==> src/rtl/rlpe_pkg.sv <==
// Shared types, constants and the LED profile table for the RGB LED pulse encoder.
package rlpe_pkg;

   localparam int unsigned ColorWidth = 24;
   localparam int unsigned TicksWidth = 4;
   localparam int unsigned LedTypeWidth = 2;
   localparam int unsigned ItemsPerPixel = 24;
   localparam int unsigned ItemCountWidth = $clog2(ItemsPerPixel);
   localparam logic [ItemCountWidth-1:0] LastItem = ItemCountWidth'(ItemsPerPixel - 1);

   localparam int unsigned QueueDepth = 2;
   localparam int unsigned QueuePtrWidth = (QueueDepth > 1) ? $clog2(QueueDepth) : 1;
   localparam int unsigned QueueCountWidth = $clog2(QueueDepth + 1);

   localparam int unsigned CsrDataWidth = 32;
   localparam int unsigned CsrAddrWidth = 3;

   typedef enum logic [LedTypeWidth-1:0] {
      LED_WS2812 = 2'd0,
      LED_SK6812 = 2'd1,
      LED_APA106 = 2'd2
   } led_kind_type;

   // Register index of the LED type register.
   localparam logic [CsrAddrWidth-3:0] RegLedType = '0;

   typedef struct packed {
      logic [ColorWidth-1:0] color;
      logic                  end_of_strip;
   } req_type;

   typedef struct packed {
      logic [TicksWidth-1:0] mark_ticks;
      logic [TicksWidth-1:0] space_ticks;
      logic                  last;
      logic                  frame_end;
   } rsp_type;

   typedef struct packed {
      logic [TicksWidth-1:0] one_high;
      logic [TicksWidth-1:0] one_low;
      logic [TicksWidth-1:0] zero_high;
      logic [TicksWidth-1:0] zero_low;
      logic                  red_first;
   } profile_type;

   // One classified pixel: the bits in wire order plus the timing to use.
   typedef struct packed {
      logic [ColorWidth-1:0] word;
      profile_type           profile;
      logic                  end_of_strip;
   } job_type;

   typedef struct packed {
      logic full;
      logic empty;
   } q_status_type;

   function automatic profile_type led_profile(input logic [LedTypeWidth-1:0] kind);
      profile_type p;
      unique case (kind)
         LED_WS2812: p = '{4'd9, 4'd3, 4'd3, 4'd9, 1'b0};
         LED_SK6812: p = '{4'd6, 4'd6, 4'd3, 4'd9, 1'b0};
         LED_APA106: p = '{4'd14, 4'd3, 4'd3, 4'd14, 1'b1};
         default:    p = '{4'd9, 4'd3, 4'd3, 4'd9, 1'b0};
      endcase
      return p;
   endfunction

endpackage

==> src/rtl/rgb_led_pulse_encoder.sv <==
// Top level of the RGB LED pulse encoder: register port, front, queue and back.
//
//   channel   ports                         moves
//   request   req_push, req_full, req_data  one pixel (color, end_of_strip)
//   response  rsp_pop, rsp_empty, rsp_data  one pulse item (ticks, last, frame_end)
//   config    csr_p*                        LED type register at byte address 0
//
// Each pixel yields 24 pulse items, one per cycle when the response side pops on every cycle,
// and the back serializer takes the next pixel as the final item of the one before leaves.
// The first item of a pixel is shown once the pixel has passed the front register, the queue
// and the back register. The front register and a two-entry queue let the request side run
// ahead of a stalled response side by up to three pixels. Synchronous reset empties every
// stage and sets the LED type to WS2812.
module rgb_led_pulse_encoder (
   input  logic                                 clock,
   input  logic                                 reset,
   input  logic                                 req_push,
   output logic                                 req_full,
   input  rlpe_pkg::req_type                    req_data,
   output logic                                 rsp_empty,
   input  logic                                 rsp_pop,
   output rlpe_pkg::rsp_type                    rsp_data,
   input  logic                                 csr_psel,
   input  logic                                 csr_penable,
   input  logic                                 csr_pwrite,
   input  logic [rlpe_pkg::CsrAddrWidth-1:0]    csr_paddr,
   input  logic [rlpe_pkg::CsrDataWidth-1:0]    csr_pwdata,
   output logic [rlpe_pkg::CsrDataWidth-1:0]    csr_prdata,
   output logic                                 csr_pready
);

   logic [rlpe_pkg::LedTypeWidth-1:0] led_type_ff, led_type_in;
   logic                              csr_write, sel_led_type;
   logic                              q_push, q_pop;
   rlpe_pkg::job_type                 q_wdata, q_rdata;
   rlpe_pkg::q_status_type            q_status;

   assign csr_pready   = 1'b1;
   assign sel_led_type = (csr_paddr[rlpe_pkg::CsrAddrWidth-1:2] == rlpe_pkg::RegLedType);
   assign csr_write    = csr_psel && csr_penable && csr_pwrite && csr_pready;
   assign led_type_in  = (csr_write && sel_led_type)
                         ? csr_pwdata[rlpe_pkg::LedTypeWidth-1:0] : led_type_ff;
   assign csr_prdata   = sel_led_type
                         ? {{(rlpe_pkg::CsrDataWidth-rlpe_pkg::LedTypeWidth){1'b0}}, led_type_ff}
                         : '0;

   always_ff @(posedge clock) begin
      if (reset) begin
         led_type_ff <= rlpe_pkg::LED_WS2812;
      end else begin
         led_type_ff <= led_type_in;
      end
   end

   rlpe_front u_front (
      .clock    (clock),
      .reset    (reset),
      .req_push (req_push),
      .req_full (req_full),
      .req_data (req_data),
      .led_type (led_type_ff),
      .q_status (q_status),
      .q_push   (q_push),
      .q_data   (q_wdata)
   );

   rlpe_queue u_queue (
      .clock     (clock),
      .reset     (reset),
      .push      (q_push),
      .push_data (q_wdata),
      .pop       (q_pop),
      .pop_data  (q_rdata),
      .status    (q_status)
   );

   rlpe_back u_back (
      .clock     (clock),
      .reset     (reset),
      .q_status  (q_status),
      .q_data    (q_rdata),
      .q_pop     (q_pop),
      .rsp_empty (rsp_empty),
      .rsp_pop   (rsp_pop),
      .rsp_data  (rsp_data)
   );

   // A pixel stays on the response side until its final item has been transferred.
   a_pixel_held: assert property (@(posedge clock) disable iff (reset)
      (!rsp_empty && rsp_pop && !rsp_data.last) |=> !rsp_empty)
      else $error("response went empty in the middle of a pixel");

   // The end-of-strip mark only appears on the final item of a pixel.
   a_frame_end_last: assert property (@(posedge clock) disable iff (reset)
      (!rsp_empty && rsp_data.frame_end) |-> rsp_data.last)
      else $error("frame_end raised on an item that is not last");

   // The back never takes from an empty queue.
   a_no_pop_empty: assert property (@(posedge clock) disable iff (reset)
      q_pop |-> !q_status.empty)
      else $error("back stage popped an empty queue");

   // Reset leaves nothing to deliver.
   a_reset_empty: assert property (@(posedge clock)
      reset |=> (rsp_empty && !req_full))
      else $error("pipeline not empty after reset");

endmodule

==> src/rtl/rlpe_front.sv <==
// Front stage: accepts a pixel, picks the LED profile and reorders the color bytes.
module rlpe_front (
   input  logic                                 clock,
   input  logic                                 reset,
   input  logic                                 req_push,
   output logic                                 req_full,
   input  rlpe_pkg::req_type                    req_data,
   input  logic [rlpe_pkg::LedTypeWidth-1:0]    led_type,
   input  rlpe_pkg::q_status_type               q_status,
   output logic                                 q_push,
   output rlpe_pkg::job_type                    q_data
);

   logic              valid_ff, valid_in;
   rlpe_pkg::job_type job_ff, job_in;
   rlpe_pkg::profile_type prof;
   logic              accept;
   logic [7:0]        red, green, blue;

   assign req_full = valid_ff && q_status.full;
   assign accept   = req_push && !req_full;
   assign q_push   = valid_ff && !q_status.full;
   assign q_data   = job_ff;

   assign red   = req_data.color[23:16];
   assign green = req_data.color[15:8];
   assign blue  = req_data.color[7:0];

   always_comb begin
      prof                = rlpe_pkg::led_profile(led_type);
      job_in.profile      = prof;
      job_in.end_of_strip = req_data.end_of_strip;
      if (prof.red_first) begin
         job_in.word = {red, green, blue};
      end else begin
         job_in.word = {green, red, blue};
      end
   end

   always_comb begin
      valid_in = valid_ff;
      if (accept) begin
         valid_in = 1'b1;
      end else if (q_push) begin
         valid_in = 1'b0;
      end
   end

   always_ff @(posedge clock) begin
      if (reset) begin
         valid_ff <= 1'b0;
      end else begin
         valid_ff <= valid_in;
      end
   end

   always_ff @(posedge clock) begin
      if (accept) begin
         job_ff <= job_in;
      end
   end

endmodule

==> src/rtl/rlpe_queue.sv <==
// Short queue of classified pixels between the front and back stages.
module rlpe_queue (
   input  logic                    clock,
   input  logic                    reset,
   input  logic                    push,
   input  rlpe_pkg::job_type       push_data,
   input  logic                    pop,
   output rlpe_pkg::job_type       pop_data,
   output rlpe_pkg::q_status_type  status
);

   rlpe_pkg::job_type mem [rlpe_pkg::QueueDepth];

   logic [rlpe_pkg::QueuePtrWidth-1:0]   wr_ptr_ff, wr_ptr_in;
   logic [rlpe_pkg::QueuePtrWidth-1:0]   rd_ptr_ff, rd_ptr_in;
   logic [rlpe_pkg::QueueCountWidth-1:0] count_ff, count_in;
   logic do_push, do_pop;

   localparam logic [rlpe_pkg::QueuePtrWidth-1:0] PtrLast =
      rlpe_pkg::QueuePtrWidth'(rlpe_pkg::QueueDepth - 1);
   localparam logic [rlpe_pkg::QueueCountWidth-1:0] CountFull =
      rlpe_pkg::QueueCountWidth'(rlpe_pkg::QueueDepth);

   assign status.full  = (count_ff == CountFull);
   assign status.empty = (count_ff == '0);
   assign do_push      = push && !status.full;
   assign do_pop       = pop && !status.empty;
   assign pop_data     = mem[rd_ptr_ff];

   always_comb begin
      wr_ptr_in = wr_ptr_ff;
      rd_ptr_in = rd_ptr_ff;
      count_in  = count_ff;
      if (do_push) begin
         wr_ptr_in = (wr_ptr_ff == PtrLast) ? '0 : wr_ptr_ff + 1'b1;
      end
      if (do_pop) begin
         rd_ptr_in = (rd_ptr_ff == PtrLast) ? '0 : rd_ptr_ff + 1'b1;
      end
      if (do_push && !do_pop) begin
         count_in = count_ff + 1'b1;
      end else if (do_pop && !do_push) begin
         count_in = count_ff - 1'b1;
      end
   end

   always_ff @(posedge clock) begin
      if (reset) begin
         wr_ptr_ff <= '0;
         rd_ptr_ff <= '0;
         count_ff  <= '0;
      end else begin
         wr_ptr_ff <= wr_ptr_in;
         rd_ptr_ff <= rd_ptr_in;
         count_ff  <= count_in;
      end
   end

   always_ff @(posedge clock) begin
      if (do_push) begin
         mem[wr_ptr_ff] <= push_data;
      end
   end

endmodule

==> src/rtl/rlpe_back.sv <==
// Back stage: shifts a classified pixel out as 24 pulse items, one per transfer.
module rlpe_back (
   input  logic                    clock,
   input  logic                    reset,
   input  rlpe_pkg::q_status_type  q_status,
   input  rlpe_pkg::job_type       q_data,
   output logic                    q_pop,
   output logic                    rsp_empty,
   input  logic                    rsp_pop,
   output rlpe_pkg::rsp_type       rsp_data
);

   logic                                   active_ff, active_in;
   logic [rlpe_pkg::ColorWidth-1:0]        word_ff, word_in;
   logic [rlpe_pkg::ItemCountWidth-1:0]    count_ff, count_in;
   rlpe_pkg::profile_type                  prof_ff, prof_in;
   logic                                   eos_ff, eos_in;
   logic                                   is_last, take, free;

   assign is_last   = (count_ff == rlpe_pkg::LastItem);
   assign take      = active_ff && rsp_pop;
   // The back is free for a new pixel when idle or when the final item leaves now.
   assign free      = !active_ff || (take && is_last);
   assign q_pop     = free && !q_status.empty;
   assign rsp_empty = !active_ff;

   always_comb begin
      active_in = active_ff;
      word_in   = word_ff;
      count_in  = count_ff;
      prof_in   = prof_ff;
      eos_in    = eos_ff;
      if (q_pop) begin
         active_in = 1'b1;
         word_in   = q_data.word;
         count_in  = '0;
         prof_in   = q_data.profile;
         eos_in    = q_data.end_of_strip;
      end else if (take && is_last) begin
         active_in = 1'b0;
      end else if (take) begin
         word_in  = {word_ff[rlpe_pkg::ColorWidth-2:0], 1'b0};
         count_in = count_ff + 1'b1;
      end
   end

   always_comb begin
      if (word_ff[rlpe_pkg::ColorWidth-1]) begin
         rsp_data.mark_ticks  = prof_ff.one_high;
         rsp_data.space_ticks = prof_ff.one_low;
      end else begin
         rsp_data.mark_ticks  = prof_ff.zero_high;
         rsp_data.space_ticks = prof_ff.zero_low;
      end
      rsp_data.last      = is_last;
      rsp_data.frame_end = is_last && eos_ff;
   end

   always_ff @(posedge clock) begin
      if (reset) begin
         active_ff <= 1'b0;
         count_ff  <= '0;
      end else begin
         active_ff <= active_in;
         count_ff  <= count_in;
      end
   end

   always_ff @(posedge clock) begin
      word_ff <= word_in;
      prof_ff <= prof_in;
      eos_ff  <= eos_in;
   end

endmodule
==> config.mk <==
export PLATFORM = sky130hd
export DESIGN_NAME = rgb_led_pulse_encoder
export DESIGN_NICKNAME = d
export VERILOG_FILES = /design/src/rtl/rlpe_pkg.sv /design/src/rtl/rgb_led_pulse_encoder.sv /design/src/rtl/rlpe_front.sv /design/src/rtl/rlpe_queue.sv /design/src/rtl/rlpe_back.sv
export SDC_FILE = /design/constraint.sdc
export NUM_CORES = 1
export LEC_CHECK = 0
export ABC_AREA = 1
export ABC_CLOCK_PERIOD_IN_PS = 3000
export BUFFER_PORTS_ARGS = -buffer_cell sky130_fd_sc_hd__buf_2
export CAP_MARGIN = 25
export CORE_MARGIN = 5
export CORE_UTILIZATION = 52
export DETAILED_ROUTE_END_ITERATION = 12
export PLACE_DENSITY_LB_ADDON = 0.1
export SKIP_CTS_REPAIR_TIMING = 1
export SLEW_MARGIN = 0
export SYNTH_ARGS = -nofsm -noshare
export SYNTH_HDL_FRONTEND = slang
export SYNTH_HIERARCHICAL = 1
export SYNTH_SLANG_ARGS = --single-unit
export TNS_END_PERCENT = 10
==> constraint.sdc <==
create_clock -name clock -period 3 [get_ports clock]
set_input_delay 0.3 -clock clock [delete_from_list [all_inputs] [get_ports clock]]
set_output_delay 0.3 -clock clock [all_outputs]
set_load 0.05 [all_outputs]
==> summary.md <==
| Metric | Value |
|---|---|
| Hold_sp | `req_data[7]` |
| Std cell rows | `42` |
| Cell family contributing the most delay on the critical path | `simple AND/OR/NAND/NOR gates` |
| Startpoint of the worst register-to-register path | `u_back/count_ff[0]` |
| Fraction of final layout cells with drive strength greater than 1 | `0.2622` |
| Hold-critical path endpoint | `u_front/q_data[24]` |
| Required time of the critical path | `roughly 3.4 ns` |
| Maximum count of clock buffers along a single path | `2` |
| WL per Instance | `14.12 microns` |
| Number of antenna violations at the first check in global routing | `0` |
| Root Buffer Master | `clkbuf_16` |
| Most common cell after layout, fill and taps aside | `edfxtp_1` |
| Total count of hold-check failures in the final report | `0` |
| Relative slew margins | `0.4120` |
| Initial cell density of the core | `0.5361` |
| Nets | `approximately 640` |
| Total power after layout | `0.007375 W` |
| Outcome | `finished, final reports clean` |
| CP startpoint kind | `flop` |
| Final standard cell count with taps included and fillers excluded | `~750` |
| Buf+Inv Stages, Crit Path | `4` |
| Worst Clk Skew | `~0.008 ns` |
| Number of warnings printed during yosys synthesis | `6` |
| Global router's overall resource usage | `0.1423` |
| Placed instance count | `720` |
| Core region area | `0.01335 sq mm` |
| DRC marker count from the first detailed-route iteration | `180` |
| Clk Latency, worst-skew pair | `about 0.42 ns` |
| DRT Pass-1 Iters | `4` |
| Maximum number of pins on one net before global-route repair | `28` |
| Wire length of the first global-routing pass | `approximately 18 mm` |
| CP Cell Sequence | `ha_1, nand2_2, inv_2, nand3_2, nand2_4, nand2_4, inv_1, o21ai_2, ha_1, inv_1, nand3_1, nand2_1, inv_1, nor2_1` |
| Clock sink count | `between 150 and 200` |
| Count of cells along the worst register-to-register path | `14` |
| Highest clock rate | `around 0.42 GHz` |
| Unrepaired setup endpoints after global routing | `no` |
| Die width | `about 130 microns` |
| Final HPWL from detailed placement | `around 7 mm` |
| Number of inserted diodes | `0` |
| Worst-case register-to-register setup slack | `between 0.6 and 0.7 ns` |
| Critical Path AT | `approximately 2.7 ns` |
| Mean Syn Cell Area | `~14 sq um` |
| Crit share post-route | `0.7923` |
| Final setup violation count | `0` |
| Post-synth design cell area | `between 0.007 and 0.008 sq mm` |
| Number of nets with antenna violations after routing | `0` |
| CP most frequent cell | `inv_1` |
| # port buffers | `48` |
| Overall die area | `approximately 0.016 sq mm` |
| Number of design rule violations left after detail routing | `0` |
| Instance count along the most critical hold path | `1` |
| Delay of the slowest cell on the worst path | `around 0.4 ns` |
| Leftover overflow at the end of global routing | `0` |
| CTS clock-pin slew for the worst setup and hold paths | `~0.060 ns` |
| Synth Instances | `between 500 and 600` |
| Number of levels in the clock H-tree | `4` |
| Transition time at the pin with the least slew margin | `0.8820 ns` |
| Boundary Pins | `about 110` |
| Weighted congestion reported at the end of routability-driven placement | `around 0.76` |
| Class of the worst hold path | `in2reg` |
| CTS tree | `yes` |
| Filler cell count in the final layout | `around 1100` |
| Critical path peak fanout | `27` |
| Final worst path period need | `about 2.4 ns` |
| Power density over the cells | `between 900 and 1000 mW/mm^2` |
| Utilization after layout | `0.6017` |
| Detailed-route via count | `about 3600` |
| Max capacitance violation total | `0` |
| Max-slew violation total from the final report | `0` |
| Summed area of non-filler cells in the final layout | `between 0.008 and 0.009 sq mm` |
| Aggregate negative setup slack | `0 ns` |
| Die Y-Extent | `between 100 and 150 microns` |
| Leakage dissipation | `roughly 3.2 nW` |
| End of the worst register-to-register path | `u_queue/count_ff[1]` |
| Total placed instance area | `roughly 0.0074 sq mm` |
| Area growth from synthesis to final layout | `12.24%` |
| Kind of end point of the critical path | `flop` |
| Via count of the first global-routing pass | `around 3700` |
| Via count normalized by instance count | `~4.7` |
| Max VDD drop | `around 0.00042 V` |
| Critical Setup Path Class | `reg2reg` |
| Highest-count cells in the layout ignoring fill and taps | `edfxtp_1 (154), nand2_1 (87), buf_2 (48), inv_1 (43), mux2_4 (39)` |
| Number of buffers added by the clock tree synthesis step | `17` |
| Total wirelength of the detailed-routed design | `between 10 and 15 mm` |
| Cell with the biggest individual delay on the critical path | `dfxtp_1` |
area by class of cell:
cell class              count  area (sq um)  share of cell area
flip-flops and latches    168          4906              0.6108
repair buffers             56         337.8             0.04206
clock buffers              23         488.0             0.06076
well taps                 176         220.2             0.02742
clock inverters             9         170.2             0.02119
multi-input cells         274          1737              0.2162
inverters                  46         172.7             0.02150
sequential cells by signal (all words and copies together), names as in the netlist, named ones only:
signal	flops
u_queue/wr_ptr_ff	1
u_back/active_ff	1
led_type_ff	2
u_back/prof_ff	16
u_queue/count_ff	2
u_back/eos_ff	1
u_back/word_ff	24
u_back/count_ff	5
u_queue/rd_ptr_ff	1
u_front/q_data	31
u_queue/mem	82
u_front/valid_ff	1
through the flow:
step | setup slack (ns) | hold WS, ns
CTS | 0.6137 | 0.02508
floorplan | 0.1127 | 0.3691
global placement | 0.7572 | 0.4257
detailed placement | 0.6340 | 0.4340
finish | 0.6230 | 0.05248
global route | 0.4205 | 0.02462
worst register-to-register path, stage by stage (launching register included):
cell     delay, ns
dfxtp_1       0.39
ha_1          0.20
nand2_2       0.08
inv_2         0.09
nand3_2       0.09
nand2_4       0.25
nand2_4       0.26
inv_1         0.16
o21ai_2       0.08
ha_1          0.30
inv_1         0.10
nand3_1       0.08
nand2_1       0.07
inv_1         0.04
nor2_1        0.11
where the power goes:
group	internal, W	total [W]	switching, W
logic	0.000588	0.00162	0.00103
clock network	0.00156	0.00237	0.000812
registers	0.00316	0.00338	0.000218
routing by layer:
metal / wire length (microns) / global-route usage
met1: 4627 / 0.1777
met2: 5287 / 0.2282
met3: 542 / 0.03923
met4: 160 / 0.07256
met5: 0 / 0
worst max path at each step:
stage | cells after the start | end | startpoint
2_1_floorplan | 4 | u_queue/mem[0][0] | u_queue/count_ff[0]
3_3_place_gp | 14 | u_queue/count_ff[1] | u_back/count_ff[0]
3_5_place_dp | 14 | u_queue/count_ff[1] | u_back/count_ff[0]
4_1_cts | 14 | u_queue/count_ff[1] | u_back/count_ff[0]
5_1_grt | 14 | u_queue/count_ff[1] | u_back/count_ff[0]
6_report | 14 | u_queue/count_ff[1] | u_back/count_ff[0]
No activity file was read; power rests on OpenSTA's default activity.
